File: src/rtl/core/vsd_pkg.sv
// shared types and constants for the varint sign decoder
// no dependencies; used by every module in rtl/core
package vsd_pkg;

	// value kind codes, sampled on the first byte of a value
	localparam logic [1:0] KIND_U32 = 2'd0;
	localparam logic [1:0] KIND_U64 = 2'd1;
	localparam logic [1:0] KIND_S32 = 2'd2;

	// byte limits per kind
	localparam logic [3:0] LIMIT_32 = 4'd5;
	localparam logic [3:0] LIMIT_64 = 4'd9;

	localparam int ACC_W   = 63;
	localparam int SVAL_W  = 32;
	localparam int COUNT_W = 4;

	// one input request as held in the input register
	typedef struct packed {
		logic [7:0] in_byte;
		logic [1:0] value_kind;
	} item_t;

	// one decoded value
	typedef struct packed {
		logic [ACC_W-1:0]   unsigned_value;
		logic [SVAL_W-1:0]  signed_value;
		logic [COUNT_W-1:0] byte_count;
	} result_t;

endpackage

File: src/rtl/core/vsd_in_reg.sv
// input register stage of the varint sign decoder
// depends on vsd_pkg for the item type
module vsd_in_reg (
	input  logic          clk,
	input  logic          arst_n,
	input  logic          in_valid,
	output logic          in_stall,
	input  vsd_pkg::item_t in_item,
	input  logic          advance,
	output logic          valid_s1,
	output vsd_pkg::item_t item_s1
);

	logic load;

	// stall only while a held request cannot move on
	assign in_stall = valid_s1 && !advance;
	assign load     = in_valid && !in_stall;

	// valid flag of the stage
	always_ff @(posedge clk or negedge arst_n) begin
		if (!arst_n) begin
			valid_s1 <= 1'b0;
		end else if (load) begin
			valid_s1 <= 1'b1;
		end else if (advance) begin
			valid_s1 <= 1'b0;
		end
	end

	// payload
	always_ff @(posedge clk) begin
		if (load) begin
			item_s1 <= in_item;
		end
	end

endmodule

File: src/rtl/core/vsd_accum.sv
// group accumulator and result formatting of the varint sign decoder
// depends on vsd_pkg for kind codes, limits and the item and result types
module vsd_accum (
	input  logic              clk,
	input  logic              arst_n,
	input  logic              step,
	input  vsd_pkg::item_t    item,
	output logic              done,
	output vsd_pkg::result_t  result
);

	logic [vsd_pkg::ACC_W-1:0]   acc_q;
	logic [vsd_pkg::COUNT_W-1:0] grp_q;
	logic [1:0]                  kind_q;
	logic                        busy_q;

	logic [1:0]                  kind_eff;
	logic [vsd_pkg::ACC_W-1:0]   acc_base;
	logic [vsd_pkg::COUNT_W-1:0] grp_base;
	logic [5:0]                  shamt;
	logic [vsd_pkg::ACC_W-1:0]   shifted;
	logic [vsd_pkg::ACC_W-1:0]   acc_new;
	logic [vsd_pkg::COUNT_W-1:0] grp_new;
	logic [vsd_pkg::COUNT_W-1:0] limit;
	logic [vsd_pkg::SVAL_W-1:0]  mag;

	// first byte of a value starts from a clean accumulator
	always_comb begin
		kind_eff = busy_q ? kind_q : item.value_kind;
		acc_base = busy_q ? acc_q : '0;
		grp_base = busy_q ? grp_q : '0;
	end

	// place the data group at 7 bits per byte taken so far
	assign shamt   = {grp_base[2:0], 3'b000} - {2'b00, grp_base};
	assign shifted = {{(vsd_pkg::ACC_W-7){1'b0}}, item.in_byte[6:0]} << shamt;
	assign acc_new = acc_base | shifted;
	assign grp_new = grp_base + 4'd1;

	// value ends on a clear continuation bit or at the byte limit
	assign limit = (kind_eff == vsd_pkg::KIND_U32) ? vsd_pkg::LIMIT_32 : vsd_pkg::LIMIT_64;
	assign done  = !(item.in_byte[7] && (grp_new < limit));

	// sign-magnitude: bit 0 is the sign, low 32 bits of the magnitude kept
	assign mag = acc_new[vsd_pkg::SVAL_W:1];

	// result formatting per kind
	always_comb begin
		result.byte_count = grp_new;
		case (kind_eff)
			vsd_pkg::KIND_U32: begin
				result.unsigned_value = {{(vsd_pkg::ACC_W-32){1'b0}}, acc_new[31:0]};
				result.signed_value   = '0;
			end
			vsd_pkg::KIND_S32: begin
				result.unsigned_value = '0;
				result.signed_value   = acc_new[0] ? (~mag + 32'd1) : mag;
			end
			default: begin
				result.unsigned_value = acc_new;
				result.signed_value   = '0;
			end
		endcase
	end

	// control state
	always_ff @(posedge clk or negedge arst_n) begin
		if (!arst_n) begin
			busy_q <= 1'b0;
			grp_q  <= '0;
			kind_q <= vsd_pkg::KIND_U32;
		end else if (step) begin
			busy_q <= !done;
			grp_q  <= done ? '0 : grp_new;
			kind_q <= kind_eff;
		end
	end

	// accumulator; only read while busy so it needs no reset
	always_ff @(posedge clk) begin
		if (step) begin
			acc_q <= acc_new;
		end
	end

endmodule

File: src/rtl/core/vsd_out_reg.sv
// result register of the varint sign decoder
// depends on vsd_pkg for the result type
module vsd_out_reg (
	input  logic             clk,
	input  logic             arst_n,
	input  logic             load,
	input  vsd_pkg::result_t res_in,
	output logic             free,
	output logic             out_valid,
	input  logic             out_stall,
	output vsd_pkg::result_t res_q
);

	// room when empty or when the held result leaves this cycle
	assign free = !out_valid || !out_stall;

	always_ff @(posedge clk or negedge arst_n) begin
		if (!arst_n) begin
			out_valid <= 1'b0;
		end else if (free) begin
			out_valid <= load;
		end
	end

	always_ff @(posedge clk) begin
		if (free && load) begin
			res_q <= res_in;
		end
	end

endmodule

File: src/rtl/core/varint_sign_decoder.sv
// Varint (LEB128 style) decoder taking one byte per request. Each byte is registered at the
// input, then its 7 data bits are merged into the accumulator and, when the value ends
// (clear continuation bit, or 5 bytes for unsigned 32-bit, 9 bytes otherwise), the decoded
// value is written to the result register. A new byte is accepted every cycle unless the
// result side stalls; the last byte of a value passes the input register, then the result
// register. value_kind is sampled on the first byte of each value; kind 3 decodes as kind 1.
// depends on vsd_pkg, vsd_in_reg, vsd_accum and vsd_out_reg
module varint_sign_decoder (
	input  logic        clk,
	input  logic        arst_n,
	input  logic        in_valid,
	output logic        in_stall,
	input  logic [7:0]  in_byte,
	input  logic [1:0]  value_kind,
	output logic        out_valid,
	input  logic        out_stall,
	output logic [62:0] unsigned_value,
	output logic signed [31:0] signed_value,
	output logic [3:0]  byte_count
);

	vsd_pkg::item_t   in_item;
	vsd_pkg::item_t   item_s1;
	vsd_pkg::result_t res_comb;
	vsd_pkg::result_t res_q;
	logic             valid_s1;
	logic             out_free;
	logic             step;
	logic             done;

	assign in_item.in_byte    = in_byte;
	assign in_item.value_kind = value_kind;

	// held byte is consumed whenever the result side has room
	assign step = valid_s1 && out_free;

	// input register
	vsd_in_reg u_in_reg (
		.clk      (clk),
		.arst_n   (arst_n),
		.in_valid (in_valid),
		.in_stall (in_stall),
		.in_item  (in_item),
		.advance  (out_free),
		.valid_s1 (valid_s1),
		.item_s1  (item_s1)
	);

	// accumulate and format
	vsd_accum u_accum (
		.clk    (clk),
		.arst_n (arst_n),
		.step   (step),
		.item   (item_s1),
		.done   (done),
		.result (res_comb)
	);

	// result register
	vsd_out_reg u_out_reg (
		.clk       (clk),
		.arst_n    (arst_n),
		.load      (step && done),
		.res_in    (res_comb),
		.free      (out_free),
		.out_valid (out_valid),
		.out_stall (out_stall),
		.res_q     (res_q)
	);

	assign unsigned_value = res_q.unsigned_value;
	assign signed_value   = res_q.signed_value;
	assign byte_count     = res_q.byte_count;

endmodule

File: config.mk
export PLATFORM = sky130hd
export DESIGN_NAME = varint_sign_decoder
export DESIGN_NICKNAME = d
export VERILOG_FILES = /design/src/rtl/core/vsd_pkg.sv /design/src/rtl/core/vsd_in_reg.sv /design/src/rtl/core/vsd_accum.sv /design/src/rtl/core/vsd_out_reg.sv /design/src/rtl/core/varint_sign_decoder.sv
export SDC_FILE = /design/constraint.sdc
export NUM_CORES = 1
export LEC_CHECK = 0
export BUFFER_PORTS_ARGS = -buffer_cell sky130_fd_sc_hd__buf_4
export CAP_MARGIN = 20
export CORE_MARGIN = 10
export CORE_UTILIZATION = 35
export CTS_BUF_LIST = sky130_fd_sc_hd__clkbuf_16
export DETAILED_ROUTE_END_ITERATION = 12
export PLACE_DENSITY_LB_ADDON = 0.15
export SETUP_SLACK_MARGIN = 0.2
export SLEW_MARGIN = 20
export SYNTH_ARGS = -nofsm -noshare
export SYNTH_HDL_FRONTEND = slang
export SYNTH_HIERARCHICAL = 1
export SYNTH_SLANG_ARGS = --single-unit
File: constraint.sdc
create_clock -name clk -period 7.1 [get_ports clk]
set_input_delay 0.355 -clock clk [delete_from_list [all_inputs] [get_ports clk]]
set_output_delay 0.355 -clock clk [all_outputs]
set_load 0.005 [all_outputs]
-- Yosys cells after proc, flatten, opt, wreduce, memory -nomap -nowiden
Index checks and enable logic that the tools add are counted.
- flip-flop bits (word level): 181
- bits in latches: 0
- memory bits (writable): 0
- memory bits (read-only): 0
- input port bits: 14
- output and inout bits: 101
- word-level logic and storage cells: 42
- memories kept: 0
- add/sub/neg operators: 3
- multiply operators: 0
- divide/modulo/power cells: 0
- order comparisons: 1
- equal/unequal tests: 1
- shifts and indexed selects: 1
- muxes and demuxes: 9
- bitwise operators: 2
- reductions and logical operators: 14
- operators with widths (kind ; count):
    one-hot mux 95 bit (2 select lines) ; 1
    two-way mux 63 bit ; 1
    OR 63 bit ; 1
    left shift 7 x 6 -> 63 bit ; 1
    adder 32 x 1 -> 32 bit (second input constant) ; 1
    two-way mux 32 bit ; 1
    inverter 32 bit ; 1
    two-way mux 4 bit ; 3
    logical AND 1 bit ; 6
    subtractor 6 x 4 -> 6 bit ; 1
    zero test 1 bit ; 5
    adder 4 x 1 -> 4 bit (second input constant) ; 1
    less-than comparator 4 bit ; 1
    == test 2 bit (second input constant) ; 1
    zero test 2 bit ; 1
    two-way mux 1 bit ; 2
    two-way mux 2 bit ; 1
    nonzero test 2 bit ; 1
    logical OR 1 bit ; 1

-- Depth between registers and ports, before layout
- depth in word-level cells: 8
- gate-level depth with buffers: 24
- depth with buffers taken out: 15

-- Modules after synthesis
Netlist, hierarchy kept.
- modules (own cells, without submodules) (module ; times used ; cells each ; area each (um^2) ; sequential area each (um^2)):
    vsd_accum ; 1 ; 629 ; 5609.1 ; 2067.0
    vsd_out_reg ; 1 ; 103 ; 3020.4 ; 2997.9
    vsd_in_reg ; 1 ; 15 ; 357.8 ; 325.3
    varint_sign_decoder ; 1 ; 2 ; 12.5 ; 0.0

-- Worst setup path before layout
No wires, ideal clock.
- path type: register to register
- start point: register u_accum.busy_q
- end point: register, netlist name u_out_reg/res_q[0]
- setup time: 0.491 ns
- data arrival time: 5.884 ns
- data required time: 6.609 ns
- path slack: 0.725 ns
- cell stages (with the launch flop): 17
- path buffers: 7
- period minus slack after synthesis: 6.375 ns
- cells stage by stage: dfrtp_1 -> buf_6 -> buf_2 -> buf_1 -> buf_1 -> clkbuf_1 -> clkbuf_1 -> buf_1 -> mux2i_1 -> nand2_1 -> ha_1 -> nor2b_1 -> o21ai_0 -> and3b_1 -> inv_1 -> and3_1 -> a21boi_2
- longest elaborated chain between the ends: 8
- elaborated cells between the ends (all ways): 10
- those cells by class: add/sub (1); order compare (1); mux (3); reduce/logical (5)
- ends and longest elaborated chain (item ; RTL line ; RTL):
    start: declaration ; vsd_accum.sv:15 ; logic busy_q;
    start signal: assignment ; vsd_accum.sv:73 ; busy_q <= !done;
    branches (longest 3 deep; another with adder 4 x 1 -> 4 bit) ; n/a ;
    less-than comparator 4 bit (*) ; vsd_accum.sv:42 ; assign done = !(item.in_byte[7] && (grp_new < limit));
    logical AND 1 bit (*) ; vsd_accum.sv:42 ;
    zero test 1 bit (*) ; vsd_accum.sv:42 ;
    named net done ; varint_sign_decoder.sv:29 ; logic done;
    logical AND 1 bit (*) ; varint_sign_decoder.sv:63 ; .load (step && done),
    logical AND 1 bit (*) ; vsd_out_reg.sv:26 ; if (free && load) begin
Mark *: on every way through the listed nets, which the timed path passes.
A chain may end at the register's enable or synchronous reset.

==> impl_metrics.ini <==
[routing]
drtPass1Iterations = 5
drt-initial-drc-count = 563
routedWlPerCell_microns = 21.27
routed_via_density = 5.500
drt_wl_total_mm = 25.33
antenna_left = 0
drc = 0
dr_total_vias = 6550

[clocking]
root_buffer = clkbuf_16
h-tree-depth = 4
clk-insertion-delay-late_ns = 0.44
clk_path_buf_depth = 2
clock-sinks = 181
cts_tree = yes
clk_pin_slew_ns = 0.07
cts_buffers = 17

[cells_and_area]
syn_to_final_growth_pct = 19.39
multi_input_comb_area_sq_um = 3276
seq_area_sq_um = 5391
final_cells = 1191
fill_cells = 2415
final_util_pct = 42.55
final_layout_size_suffix_gt1_share_pct = 22.76
nets = 868
antenna_cells = 0

[die]
fp.coreArea_sq_um = 25250
ioPinCount = 115
initial_utilization_pct = 35.64
die-area_sq_um = 32530
die_y_microns = 180.4
die_w_microns = 180.4
rows = 58

[grt]
grt.overflow.total = 0
grt_pass1_wl_mm = 39.74
antenna_found_initial = 0
grt_max_degree = 77
grt_pass1_vias = 6521
grt_use_total_pct = 15.37

[outcome]
status = complete, no violations

[worst_setup_path]
crit_type = reg -> reg
reg2reg_to = u_out_reg/res_q[31]
cp_max_fo = 46
required_ns = 7.27
r2r_cells = 11
endpoint_kind = flip-flop
cp.arrival_ns = 5.83
startpoint_type = flip-flop
timing.rr.start = u_accum/busy_q
ff2ff_setup_slack_ns = 1.44

[yosys]
synth.distinct_cells = 83
synth.most_common_cell = edfxtp_1
synth_top_area_cell = edfxtp_1
postSynthAreaPerCell_sq_um = 12.02
synth-simple-area-share_pct = 14.19
synth_compound_area_share_pct = 15.77
syn_area_sq_um = 9000
synth-seq-cells = 181
synth_top_family_by_area = compound AO/OA/AOI/OAI gates
synth_top_area_share_pct = 57.39
synth_edf_count = 172
synth_cells = 749
synthFlopType = edfxtp_1
async_flop_share_pct = 4.972
synthesis.nets = 769
synth_fa_ha_area_share_pct = 0.8341
ys_top_cells_by_area = edfxtp_1 57%, nor2_1 2.8%, dfrtp_1 2.5%, a22o_1 2.4%, xnor2_1 2.2%
ys_top_cells_by_count = 172 x edfxtp_1, 67 x nor2_1, 44 x nand2_1
synth_xor_area_share_pct = 2.614
synthMuxAreaShare_pct = 2.711
yosys_warnings = 6
yosysSeqAreaShare_pct = 59.89

[sta]
slew_headroom_pct = 27.19
hold_viol_final = 0
rsz0062_at_grt = false
finalSetupViolCount = 0
fin_crit_ns = 5.660
max_freq_ghz = 0.1767
maxSlewViolCount = 0
fin_setup_tns_ns = 0
worst_slew_pin_slew_ns = 1.088
fin_skew_ns = 0.02014
period_share_pct = 79.71

[pwr]
switching_share_pct = 41.07
p_leak_nw = 4.045
p_switching_mw = 1.926
finalPower_mw = 4.689
p_clk_share_pct = 19.5
power_density_nw_per_um2 = 436.4
p_seq_share_pct = 36.1
irDropWorstVdd_v = 0.0001767
pwr-share-comb_pct = 44.4
intPower_mw = 2.763

[place]
dp_cells = 1158
post-dp-hpwl_mm = 17.89
place_congestion = 0.8815
io_buffers = 114

[worst_hold_path]
worstHoldStart = in_byte[5]
min_delay_path_depth = 1
hold_class = in -> reg
worst_hold_path.endpoint = u_in_reg/item_s1[7]

[flow_run]
cap_violations = 0
## how the worst max path moves through the flow
stage | end | slack (ns) | startpoint
global route | u_out_reg/res_q[31] | 1.20 | u_accum/busy_q
CTS | u_out_reg/res_q[31] | 1.53 | u_accum/busy_q
finish | u_out_reg/res_q[31] | 1.44 | u_accum/busy_q
detailed placement | u_out_reg/res_q[31] | 1.55 | u_accum/busy_q
floorplan | u_out_reg/res_q[0] | 0.73 | u_accum/busy_q
global placement | u_out_reg/res_q[31] | 1.46 | u_accum/busy_q
## flip-flops by register name, summed over array words and instances, names as in the netlist
name,flops
u_out_reg/res_q,99
u_accum/acc_q,63
u_in_reg/item_s1,10
u_accum/grp_q,4
u_accum/kind_q,2
u_accum/busy_q,1
u_in_reg/valid_s1,1
u_out_reg/out_valid,1
## power by group through the flow
stage | clock network, mW | logic [mW] | registers, mW
final | 0.913 | 2.08 | 1.69
after detailed placement | 0 | 2.08 | 1.71
after global placement | 0 | 2.08 | 1.72
after floorplan | 0 | 1.40 | 1.67
after CTS | 0.939 | 2.09 | 1.70
after global routing | 0.983 | 2.28 | 1.73
## worst max-delay path, stage by stage (launching register included)
cell      delay [ns]
dfrtp_2         0.91
and2_4          0.38
ha_1            0.50
mux2_2          0.44
mux2i_1         0.40
mux2i_1         0.38
o311ai_0        0.72
o311ai_1        0.31
or4_1           0.54
nor4_1          0.54
or3_1           0.18
a21oi_1         0.06
## cell usage in the layout, fill, tap and decap left out, types with 7 or more instances in the layout
cell type  netlist  final
a41oi_1          9      9
and2_1          24     23
nand3_1         22     22
a22o_1          25     25
o21ai_0         33     33
o211ai_1         8      8
nor2_1          67     67
mux2_2           9      9
edfxtp_1       172    172
and3_1           7      7
a32o_1           7      7
nand2_1         44     44
mux2i_1         12     11
nor2b_1         31     31
clkbuf_16        0     17
inv_1           28     28
a22oi_1         13     13
xnor2_1         23     23
buf_4            0    128
a21oi_1         18     18
o22ai_1          7      7
a31oi_1          8      8
dfrtp_1          9      8
nor3_1          16     16
## cell type report
type	count	share of cell area, %
clock buffer	17	3.959
clock inverter	15	1.339
inverter	32	1.164
multi-input combinational	487	30.48
sequential	181	50.17
tap	330	3.843
timing repair buffer	129	9.036
## routing by layer
metal	up-vias	share of wire [%]	track usage [%]	wire length, microns
met2	237	46	23.44	11650
met5	-	0	0	0
met3	32	6.0	3.414	1522
li1	3048	-	-	-
met1	3233	46	21.17	11660
met4	0	1.9	4.954	493
## repair_timing
action | in CTS | in global routing
resized for setup | 0 | 0
hold buffers | 1 | 0
buffers inserted | 0 | 0
hold endpoints to repair | 9 | 0
setup endpoints to repair | 0 | 0
## cell families (layout without fill, tap and decap cells)
group | after synthesis | in the layout
simple gates | 247 | 247
flops | 181 | 181
compound gates | 186 | 186
fa+ha+maj | 6 | 6
mux | 22 | 22
xor+xnor | 26 | 26
buf+inv | 81 | 193
## stage by stage
stage	hold WS, ns	instance area, sq um	setup slack, ns
4_1_cts	0.07386	10750	1.532
2_1_floorplan	0.05941	9000	0.7251
3_3_place_gp	0.1896	10170	1.461
5_1_grt	0.06898	10750	1.201
6_report	0.09541	10750	1.440
3_5_place_dp	0.1933	10170	1.548
(Power assumes the default switching activity.)
